### src/rtl/x86eu_pkg.sv
`timescale 1ns / 1ps
`default_nettype none
package x86eu_pkg;

  localparam int MEM_ADDR_BITS = 16;
  localparam int ROW_BITS      = MEM_ADDR_BITS - 1;
  localparam int ROWS          = 1 << ROW_BITS;

  localparam int IN_W  = 64;
  localparam int OUT_W = 72;

  localparam logic [2:0] MODE_MOV  = 3'd0;
  localparam logic [2:0] MODE_ADD  = 3'd1;
  localparam logic [2:0] MODE_SUB  = 3'd2;
  localparam logic [2:0] MODE_CMP  = 3'd3;
  localparam logic [2:0] MODE_JNE  = 3'd4;
  localparam logic [2:0] MODE_LOAD = 3'd6;

  localparam logic [1:0] KIND_NONE = 2'd0;
  localparam logic [1:0] KIND_REG  = 2'd1;
  localparam logic [1:0] KIND_MEM  = 2'd2;
  localparam logic [1:0] KIND_IMM  = 2'd3;

  localparam logic [1:0] PART_LO = 2'd0;
  localparam logic [1:0] PART_HI = 2'd1;

  localparam logic [3:0] REG_BX = 4'd2;
  localparam logic [3:0] REG_BP = 4'd6;
  localparam logic [3:0] REG_SI = 4'd7;
  localparam logic [3:0] REG_DI = 4'd8;
  localparam logic [3:0] REG_IP = 4'd13;
  localparam logic [3:0] REG_LAST = 4'd14;
  localparam int         IP_SLOT = 12;

  typedef logic [MEM_ADDR_BITS-1:0] maddr_t;

  typedef struct packed {
    logic [2:0]  mode;
    logic [2:0]  size;
    logic [1:0]  dk;
    logic [3:0]  dr;
    logic [1:0]  dp;
    logic [1:0]  sk;
    logic [3:0]  sr;
    logic [1:0]  sp;
    logic [3:0]  ab;
    logic [3:0]  ai;
    logic [15:0] disp;
    logic [15:0] imm;
    logic [5:0]  clocks;
  } uop_t;

  typedef enum logic [1:0] {ST_CLEAR, ST_ISSUE, ST_EXEC} bstate_t;

endpackage
`default_nettype wire

### src/rtl/x86eu_front.sv
`timescale 1ns / 1ps
`default_nettype none
module x86eu_front import x86eu_pkg::*; (
  input  wire logic            clk,
  input  wire logic            rst_n,
  input  wire logic            in_tvalid,
  output      logic            in_tready,
  input  wire logic [IN_W-1:0] in_tdata,
  output      uop_t            head,
  output      logic            head_valid,
  input  wire logic            head_pop
);

  uop_t       dec;
  logic [5:0] base_clk;
  logic [1:0] xfers;
  logic [5:0] ea;
  logic       hb, hi;

  uop_t       q_r [2];
  logic       wp_r, rp_r;
  logic [1:0] cnt_r;
  logic       push;

  // classify: unpack fields and estimate clocks
  always_comb begin
    dec.mode   = in_tdata[2:0];
    dec.size   = in_tdata[5:3];
    dec.dk     = in_tdata[7:6];
    dec.dr     = in_tdata[11:8];
    dec.dp     = in_tdata[13:12];
    dec.sk     = in_tdata[15:14];
    dec.sr     = in_tdata[19:16];
    dec.sp     = in_tdata[21:20];
    dec.ab     = in_tdata[25:22];
    dec.ai     = in_tdata[29:26];
    dec.disp   = in_tdata[45:30];
    dec.imm    = in_tdata[61:46];

    base_clk = 6'd0;
    xfers    = 2'd0;
    unique case ({dec.mode[0], dec.sk, dec.dk})
      {1'b0, KIND_REG, KIND_REG}: base_clk = 6'd2;
      {1'b0, KIND_REG, KIND_MEM}: begin base_clk = 6'd9;  xfers = 2'd1; end
      {1'b0, KIND_MEM, KIND_REG}: begin base_clk = 6'd8;  xfers = 2'd1; end
      {1'b0, KIND_IMM, KIND_REG}: base_clk = 6'd4;
      {1'b0, KIND_IMM, KIND_MEM}: begin base_clk = 6'd10; xfers = 2'd1; end
      {1'b1, KIND_REG, KIND_REG}: base_clk = 6'd3;
      {1'b1, KIND_REG, KIND_MEM}: begin base_clk = 6'd16; xfers = 2'd2; end
      {1'b1, KIND_MEM, KIND_REG}: begin base_clk = 6'd9;  xfers = 2'd1; end
      {1'b1, KIND_IMM, KIND_REG}: base_clk = 6'd4;
      {1'b1, KIND_IMM, KIND_MEM}: begin base_clk = 6'd17; xfers = 2'd2; end
      default: ;
    endcase

    hb = (dec.ab != 4'd0) && (dec.ab <= REG_LAST);
    hi = (dec.ai != 4'd0) && (dec.ai <= REG_LAST);
    ea = 6'd0;
    if (!hb && !hi) begin
      ea = 6'd6;
    end else if (hb && hi) begin
      if ((dec.ab == REG_BP && dec.ai == REG_DI) || (dec.ab == REG_BX && dec.ai == REG_SI)) begin
        ea = 6'd7;
      end else if ((dec.ab == REG_BP && dec.ai == REG_SI) ||
                   (dec.ab == REG_BX && dec.ai == REG_DI)) begin
        ea = 6'd8;
      end
      if (dec.disp != 16'd0) ea = ea + 6'd4;
    end else begin
      ea = (dec.disp == 16'd0) ? 6'd5 : 6'd9;
    end

    dec.clocks = 6'd0;
    if (dec.mode == MODE_MOV || dec.mode == MODE_ADD) begin
      dec.clocks = base_clk;
      if (dec.dk == KIND_MEM || dec.sk == KIND_MEM) begin
        dec.clocks = dec.clocks + ea + (dec.disp[0] ? {2'b00, xfers, 2'b00} : 6'd0);
      end
    end
  end

  assign in_tready  = (cnt_r != 2'd2);
  assign push       = in_tvalid && in_tready;
  assign head       = q_r[rp_r];
  assign head_valid = (cnt_r != 2'd0);

  always_ff @(posedge clk) begin
    if (push) q_r[wp_r] <= dec;
  end

  always_ff @(posedge clk) begin
    if (!rst_n) begin
      wp_r  <= 1'b0;
      rp_r  <= 1'b0;
      cnt_r <= 2'd0;
    end else begin
      if (push) wp_r <= ~wp_r;
      if (head_pop) rp_r <= ~rp_r;
      unique case ({push, head_pop})
        2'b10:   cnt_r <= cnt_r + 2'd1;
        2'b01:   cnt_r <= cnt_r - 2'd1;
        default: ;
      endcase
    end
  end

endmodule
`default_nettype wire

### config.mk
export PLATFORM = sky130hd
export DESIGN_NAME = x86eu_front
export DESIGN_NICKNAME = d
export VERILOG_FILES = /design/src/rtl/x86eu_pkg.sv /design/src/rtl/x86eu_front.sv
export SDC_FILE = /design/constraint.sdc
export NUM_CORES = 1
export LEC_CHECK = 0
export ABC_AREA = 1
export BUFFER_PORTS_ARGS = -buffer_cell sky130_fd_sc_hd__buf_2
export CAP_MARGIN = 10
export CORE_AREA = 2 2 108 110
export CTS_CLUSTER_SIZE = 10
export DETAILED_ROUTE_END_ITERATION = 16
export DIE_AREA = 0 0 110 112
export PLACE_DENSITY = 0.83
export REMOVE_ABC_BUFFERS = 1
export SLEW_MARGIN = 20
export SYNTH_ARGS = -nofsm -noshare
export SYNTH_HDL_FRONTEND = slang
export SYNTH_SLANG_ARGS = --single-unit
### constraint.sdc
create_clock -name clk -period 4.95 [get_ports clk]
set_clock_uncertainty 0.05 [all_clocks]
set_input_delay 0.495 -clock clk [delete_from_list [all_inputs] [get_ports clk]]
set_output_delay 0.495 -clock clk [all_outputs]
set_load 0.02 [all_outputs]
# Word level (Yosys, flattened, before mapping)
# Memories as Yosys holds them, arrays and structs flattened. A register that Yosys moved wholly into a read port is not among the register bits.
# Index checks and enable logic that the tools add are counted.
# classes
n_reduce_logical	26
add_sub_neg	5
n_eq_ne	20
mux	18
n_bitwise	2
magnitude_cmp	2
# op_table
cell	n
6-bit two-way mux	7
5-bit case mux with 8 select lines	1
5-bit equality test, second input constant	5
16-bit zero test	1
4-bit two-way mux	4
16-bit nonzero test	1
5-bit by 4-bit equality test with 1-bit output, second input constant	3
5-bit by 3-bit equality test with 1-bit output, second input constant	2
1-bit logical AND	9
4-bit by 3-bit equality test with 1-bit output, second input constant	2
4-bit less-or-equal comparator, second input constant	2
2-bit case mux with 2 select lines	2
4-bit nonzero test	2
6-bit by 3-bit adder with 6-bit output, second input constant	1
6-bit by 4-bit adder with 6-bit output	1
6-bit adder	1
2-bit equality test, second input constant	3
2-bit OR reduction	3
4-bit by 2-bit equality test with 1-bit output, second input constant	1
4-bit equality test, second input constant	1
1-bit logical OR	4
1-bit two-way mux	4
2-bit nonzero test	2
4-bit OR reduction	1
other kinds (8)	10
# word_totals
n_memories	1
ram_bits	136
elab_cells	77
register_bits	4
inputBits	68
output_inout_bits	70
# memory_table
memory	depth	word_bits	rd	rd_clocked_by_memory_dff	wr	line	rtl
q_r	2	68	1	1	1	x86eu_front.sv:20	uop_t q_r [2];

# Logic depth before layout (Yosys ltp)
# Gate-level depths: netlist of the first run.
# logic_depth
word_depth	15
depth_mapped	15
depth_no_buf	15

# Worst setup path before layout of the first run
# Ideal clock, no wire load.
# synth_path
kind	reg2reg
start	register cnt_r[0]
end	memory q_r[1][0] (netlist name) (enable)
path_slack_ns	0.813
required_time_ns	4.404
path_buffers	0
stages_incl_launch_ff	5
setup_ns	0.496
t_arrival_ns	3.591
synth_period_minus_slack_ns	4.137
path_cell_list	dfxtp_1 inv_1 nand2_1 nand2_1 nor2_1
# synth_via
elab_chain_cells	4
# synth_lines
item	line	rtl
start, declared	x86eu_front.sv:22	logic [1:0] cnt_r;
start signal, assigned	x86eu_front.sv:100	2'b10: cnt_r <= cnt_r + 2'd1;
start signal, assigned	x86eu_front.sv:101	2'b01: cnt_r <= cnt_r - 2'd1;
2-bit != test	x86eu_front.sv:82	assign in_tready = (cnt_r != 2'd2);
via in_tready	x86eu_front.sv:7	output logic in_tready,
1-bit logical AND	x86eu_front.sv:83	assign push = in_tvalid && in_tready;
1-bit two-way mux	x86eu_front.sv:88	if (push) q_r[wp_r] <= dec;
1-bit two-way mux (not written as such)	x86eu_front.sv:88	
end, declared	x86eu_front.sv:20	
# The timed path passes the listed nets, and every way through them passes these cells.

==> metrics.txt, run 1 <==
Worst Min Path Start=in_tdata[4]; worst slew pin tran=1.00 ns; Multi-input gate area=1600 um^2; setup bufs post-CTS=0; GR Util All Layers=0.188; RD Place Congestion=0.841; setup TNS=0 ns; Setup crit end kind=flop; maximum VDD drop=0.000236 V; synthesis-stage register bit count=141; routed len/inst=16.1 um; synth-to-layout area growth=25.0%; die height=112 um; Final period util=0.561; Setup crit start kind=input pin; Max Cap Viol=0; # DRC=0; critical path data required time=5.06 ns; R2R Path Start=cnt_r[0]$_SDFFE_PN0P_; total congestion overflow=0; global-route met1 utilization=0.217; total power=3.25 mW; Fin. Hold Viols=0; number of fill cells in the layout=794; Clock Latency Late Sink=0.40 ns; Clock transition at path regs=0.06 ns; met3 Usage GRT=0.0498; CTS Buf Count=17; Reg2Reg Capture Point=q_r[0][26]$_DFFE_PP_; HP Class=input pin to flop; IO buf count=135; Worst Setup SP=in_tdata[43]; die area=12300 um^2; Layout Nets=610; Power Density=438 nW/um^2; Detailed Routing Iterations Pass 1=4; vias in the first global route=3650; global-route wire length before repair=17.4 mm; Rel. slew slack=0.334; Min Hold Slack=0.226 ns; PostCTS Resize Cnt=0; remaining antenna violation count=0; clk root buf=clkbuf_16; mean number of vias per cell=5.15; initial core utilization=0.531; final wirelength=11.0 mm; CTS H-tree depth=4; HPWL Detailed=7.44 mm; status=finished clean; Top Usage Layer GRT=met2; Iteration-0 DRC Markers=233; sequential share of the synthesized area=0.705; Max FO, Critical Path=3; pin count of the biggest net entering global routing=69; register area=4190 um^2; met2 usage=0.325; yosys warns=0; vias=3531; die width=110 um; Site Rows=39; Crit Path Category=input pin to flop; n_diodes=0; CTS max path bufs=2; CTS Sinks=141; fin cells=686; Fmax achieved=0.360 GHz; I/O pins=138; minimum clock period=2.78 ns; fin util=0.664; ys async rst share=0; top_reg_cell synth=edfxtp_1; core area=11200 um^2; Mean Syn Cell Area=15.5 um^2; most frequent cells in the layout=edfxtp_1 (136), buf_2 (135), nand2_1 (49), mux2_2 (48), nor2_1 (31); RSZ-0062 raised after global routing=false; Endpoint, Worst Hold=q_r[0][63]$_DFFE_PP_; CTS tree=built; CP Data Arrival Time=2.88 ns; synthesized instance count=382; Cell Area, Synth=5930 um^2; hold depth=1; flop-to-flop setup slack=2.60 ns; post-synth cell types=28; share of layout cells above drive strength 1=0.468; cts hold-fix bufs=0; Leak=2.99 nW; placed insts=654; worst reg2reg path depth=5; commonest non-fill, non-tap cell in the layout=edfxtp_1; fin. max-slew vios=0; Post-synth EDFFs=136; initial antenna violation count=0; final setup vio count=0
==> cells by family (layout without fill, tap and decap cells) <==
kind of cell             after synthesis  in the layout  synth area share
AND/OR/NAND/NOR                      104            104            0.0721
other                                  1              1          0.000632
multiplexers                          68             68             0.142
adder cells (fa/ha/maj)               11             11            0.0270
buffers and inverters                 35            196            0.0280
XOR/XNOR                               2              2           0.00295
flip-flops                           141            141             0.705
AO/OA/AOI/OAI                         20             20            0.0224
==> registers in the layout, indices dropped and copies added, names as in the netlist, named ones only <==
register  cells
q_r         136
cnt_r         2
rp_r          1
wp_r          1
==> final cells by class <==
class,count,share of cell area
Sequential cell,141,0.565
Multi-Input combinational cell,206,0.215
Timing Repair Buffer,138,0.0958
Clock buffer,17,0.0573
Clock inverter,14,0.0292
Tap cell,143,0.0241
Inverter,27,0.0137
==> Yosys cell counts (2+ instances only) <==
library cell,instances,area share
nor3_1,3,0.0025
mux2_4,20,0.051
inv_1,21,0.013
nor2_2,3,0.0032
a21oi_1,7,0.0059
xnor2_1,2,0.0030
inv_2,6,0.0038
dfxtp_1,5,0.017
nand2_2,2,0.0021
mux2_2,48,0.091
buf_2,4,0.0034
fa_1,3,0.010
nand3_1,11,0.0093
o21ai_1,2,0.0017
buf_6,4,0.0076
nand2_1,49,0.031
nand4_1,2,0.0021
ha_1,8,0.017
edfxtp_1,136,0.69
nor2_1,33,0.021
o21ai_0,6,0.0051
==> critical path, stage by stage <==
cell,delay (ns)
buf_2,0.12
nor2_1,0.13
nand2_1,0.06
nor2_1,0.23
nand2_1,0.13
nor2_1,0.15
a21oi_2,0.05
fa_1,0.51
inv_1,0.07
fa_1,0.46
a21oi_1,0.16
nor2_1,0.06
nor3_1,0.14
nor3_1,0.10
==> how the worst max path moves through the flow <==
stage                                     end  slack (ns)
after global routing      q_r[1][5]$_DFFE_PP_        1.91
after detailed placement  q_r[1][5]$_DFFE_PP_        1.78
after floorplan           q_r[1][0]$_DFFE_PP_        0.81
final                     q_r[1][5]$_DFFE_PP_        2.17
after global placement    q_r[0][5]$_DFFE_PP_        1.83
after CTS                 q_r[1][5]$_DFFE_PP_        2.21
==> metal layers <==
layer  vias to the layer above  routed length [um]
li1                       1687                   -
met1                      1727                4440
met2                       104                5820
met3                        13                 596
met4                         0                 172
met5                         -                   0
==> power by group <==
part | switching, mW | leakage (nW) | internal, mW
Combinational | 0.250 | 1.36 | 0.174
Sequential | 0.0449 | 1.31 | 1.42
Clock | 0.472 | 0.313 | 0.893
Total | 0.767 | 2.99 | 2.48
==> metrics by stage <==
step,cell area (um^2),worst slack (ns)
6_report,7420,2.17
5_1_grt,7420,1.91
2_1_floorplan,5870,0.813
3_5_place_dp,6760,1.78
3_3_place_gp,6760,1.83
4_1_cts,7400,2.21
Note: power is estimated with default switching activity, not from simulation.
==> run 2, diff against run 1 <==
==> constraint.sdc (replaced) <==
create_clock -name clk -period 2.8 [get_ports clk]
set_clock_uncertainty 0.05 [all_clocks]
set_input_delay 0.28 -clock clk [delete_from_list [all_inputs] [get_ports clk]]
set_output_delay 0.28 -clock clk [all_outputs]
set_load 0.02 [all_outputs]
==> run 2 against run 1 <==
  * Combinational power is 90% higher
  * Die area stayed put
  * Non-clock buffer count is 24 higher
  * Final area is 2.2% higher
  * Hold slack worse by 0.21 ns
  * Register-to-register slack worse by 1.5 ns
  * Critical path depth is 2 higher
  * Utilization is 1.4 points higher
  * Critical path type unchanged
  * Critical endpoint unchanged
  * Largest cell class unchanged
==> metrics.txt, run 2 (synthesized netlist as in run 1, its figures left out) <==
CTS max path bufs=2 (unchanged); Clock transition at path regs=0.06 ns (about the same); Largest Register=q_r (unchanged); worst slew pin tran=0.501 ns (was 1.00 ns); core area=11200 um^2 (unchanged); Post-DP Area=6900 um^2 (was 6760 um^2); Rel. slew slack=0.666 (was 0.334); setup bufs post-CTS=0 (unchanged); pin count of the biggest net entering global routing=38 (was 69); # DRC=0 (unchanged); final wirelength=11.4 mm (was 11.0 mm); fin. max-slew vios=0 (unchanged); Site Rows=39 (unchanged); worst reg2reg path depth=8 (was 5); Clock Latency Late Sink=0.40 ns (about the same); CTS Buf Count=17 (unchanged); minimum clock period=2.53 ns; n_diodes=0 (unchanged); die area=12300 um^2 (unchanged); status=finished clean (unchanged); GR Util All Layers=0.192 (was 0.188); die width=110 um (unchanged); post-route cell area=7580 um^2 (was 7420 um^2); total power=5.62 mW (was 3.25 mW); HP Class=input pin to flop (unchanged); commonest non-fill, non-tap cell in the layout=edfxtp_1 (unchanged); setup TNS=0 ns (unchanged); critical path data required time=2.90 ns (was 5.06 ns); flop-to-flop setup slack=1.06 ns (was 2.60 ns); Final period util=0.904; initial core utilization=0.531 (unchanged); Leak=3.07 nW (was 2.99 nW); dpl ws=-0.152 ns (was 1.78 ns); vias=3641 (was 3531); synth-to-layout area growth=27.7% (was 25.0%); share of layout cells above drive strength 1=0.472 (was 0.468); R2R Path Start=cnt_r[0]$_SDFFE_PN0P_ (unchanged); maximum VDD drop=0.000433 V (was 0.000236 V); die height=112 um (unchanged); final setup margin=0.269 ns (was 2.17 ns); remaining antenna violation count=0 (unchanged); most frequent cells in the layout=edfxtp_1 (136), buf_2 (135), nand2_1 (49), mux2_2 (48), nor2_1 (31) (unchanged); Max Cap Viol=0 (unchanged); CTS Sinks=141 (unchanged); Crit Path Category=input pin to flop (unchanged); clk root buf=clkbuf_16 (unchanged); initial antenna violation count=0 (unchanged); Iteration-0 DRC Markers=167 (was 233); Reg2Reg Capture Point=cnt_r[1]$_SDFFE_PN0P_ (was q_r[0][26]$_DFFE_PP_); CP Data Arrival Time=2.63 ns (was 2.88 ns); routed len/inst=16.1 um (about the same); Max FO, Critical Path=4 (was 3); RSZ-0062 raised after global routing=false (unchanged); CTS tree=built (unchanged); IO buf count=135 (unchanged); I/O pins=138 (unchanged); final setup vio count=0 (unchanged); Min Hold Slack=0.0181 ns (was 0.226 ns); Power Density=742 nW/um^2 (was 438 nW/um^2); Endpoint, Worst Hold=q_r[1][46]$_DFFE_PP_ (was q_r[0][63]$_DFFE_PP_); Fin. Hold Viols=0 (unchanged); Fmax achieved=0.395 GHz; total congestion overflow=0 (unchanged); vias in the first global route=3697 (was 3650); Setup crit start kind=input pin (unchanged); Setup crit end kind=flop (unchanged); HPWL Detailed=7.88 mm (was 7.44 mm); Detailed Routing Iterations Pass 1=5 (was 4); RD Place Congestion=0.865 (was 0.841); hold depth=1 (unchanged); mean number of vias per cell=5.14 (was 5.15); global-route wire length before repair=17.6 mm (was 17.4 mm); Worst Min Path Start=in_tdata[20] (was in_tdata[4]); largest registers=q_r x136, cnt_r x2 (unchanged); CTS H-tree depth=4 (unchanged); max reg flops=136 (unchanged); Layout Nets=634 (was 610)
-- run 2: cell types whose count changed in the layout (fill, tap and decap cells not counted), sizes merged --
cell	previous run	this run
buf	138	154
dlygate4sd3	0	8
clkinvlp	1	4
clkinv	6	4
inv	29	27
bufinv	5	4
clkbuf	17	18
-- run 2: what timing repair did --
action,4_1_cts,5_1_grt
hold endpoints to repair,6,9
endpoints found under the setup margin,0,0
hold buffers,3,5
gates resized for setup,0,0
-- run 2: through the flow --
step,cells,util
final,709,0.678
after global routing,709,0.678
after CTS,704,0.674
after detailed placement,671,0.617
after global placement,671,0.617
after floorplan,374,-
-- run 2: critical path, cell delays in order --
cell     delay, ns
buf_2         0.12
nor2_2        0.18
inv_1         0.06
nor2_1        0.13
nand2_1       0.07
nand2_1       0.06
nor2_1        0.06
nor2_1        0.13
a21oi_2       0.06
fa_1          0.50
inv_1         0.06
fa_1          0.44
a21oi_1       0.16
nor2_1        0.07
nor3_1        0.15
nor3_1        0.09
-- run 2: worst max-delay path by stage --
stage,start,end,slack [ns],cells after the start
3_3_place_gp,in_tdata[43],q_r[1][5]$_DFFE_PP_,-0.02,14
5_1_grt,in_tdata[26],q_r[0][5]$_DFFE_PP_,0.04,16
2_1_floorplan,cnt_r[0]$_SDFFE_PN0P_,q_r[1][0]$_DFFE_PP_,-1.34,4
3_5_place_dp,in_tdata[26],q_r[1][5]$_DFFE_PP_,-0.15,16
6_report,in_tdata[26],q_r[1][5]$_DFFE_PP_,0.27,16
4_1_cts,in_tdata[26],q_r[0][5]$_DFFE_PP_,0.28,16
-- run 2: cell type report --
cell class                      count  area (um^2)
Multi-Input combinational cell    206         1600
Tap cell                          143          179
Fill cell                         793         3600
Clock inverter                     12          173
Clock buffer                       18          429
Sequential cell                   141         4190
Inverter                           27          101
Timing Repair Buffer              162          911
-- run 2: metal layers --
| metal | vias up | wire (um) | global-route usage |
|---|---|---|---|
| met5 | - | 0 | 0 |
| met4 | 0 | 207 | 0.0852 |
| met3 | 19 | 709 | 0.0486 |
| met2 | 139 | 6140 | 0.339 |
| met1 | 1748 | 4330 | 0.215 |
| li1 | 1735 | - | - |
-- run 2: power by group --
part,switching [mW],total (mW),internal [mW]
sequential,0.0480,2.55,2.50
combinational,0.481,0.807,0.327
clock,0.790,2.26,1.47
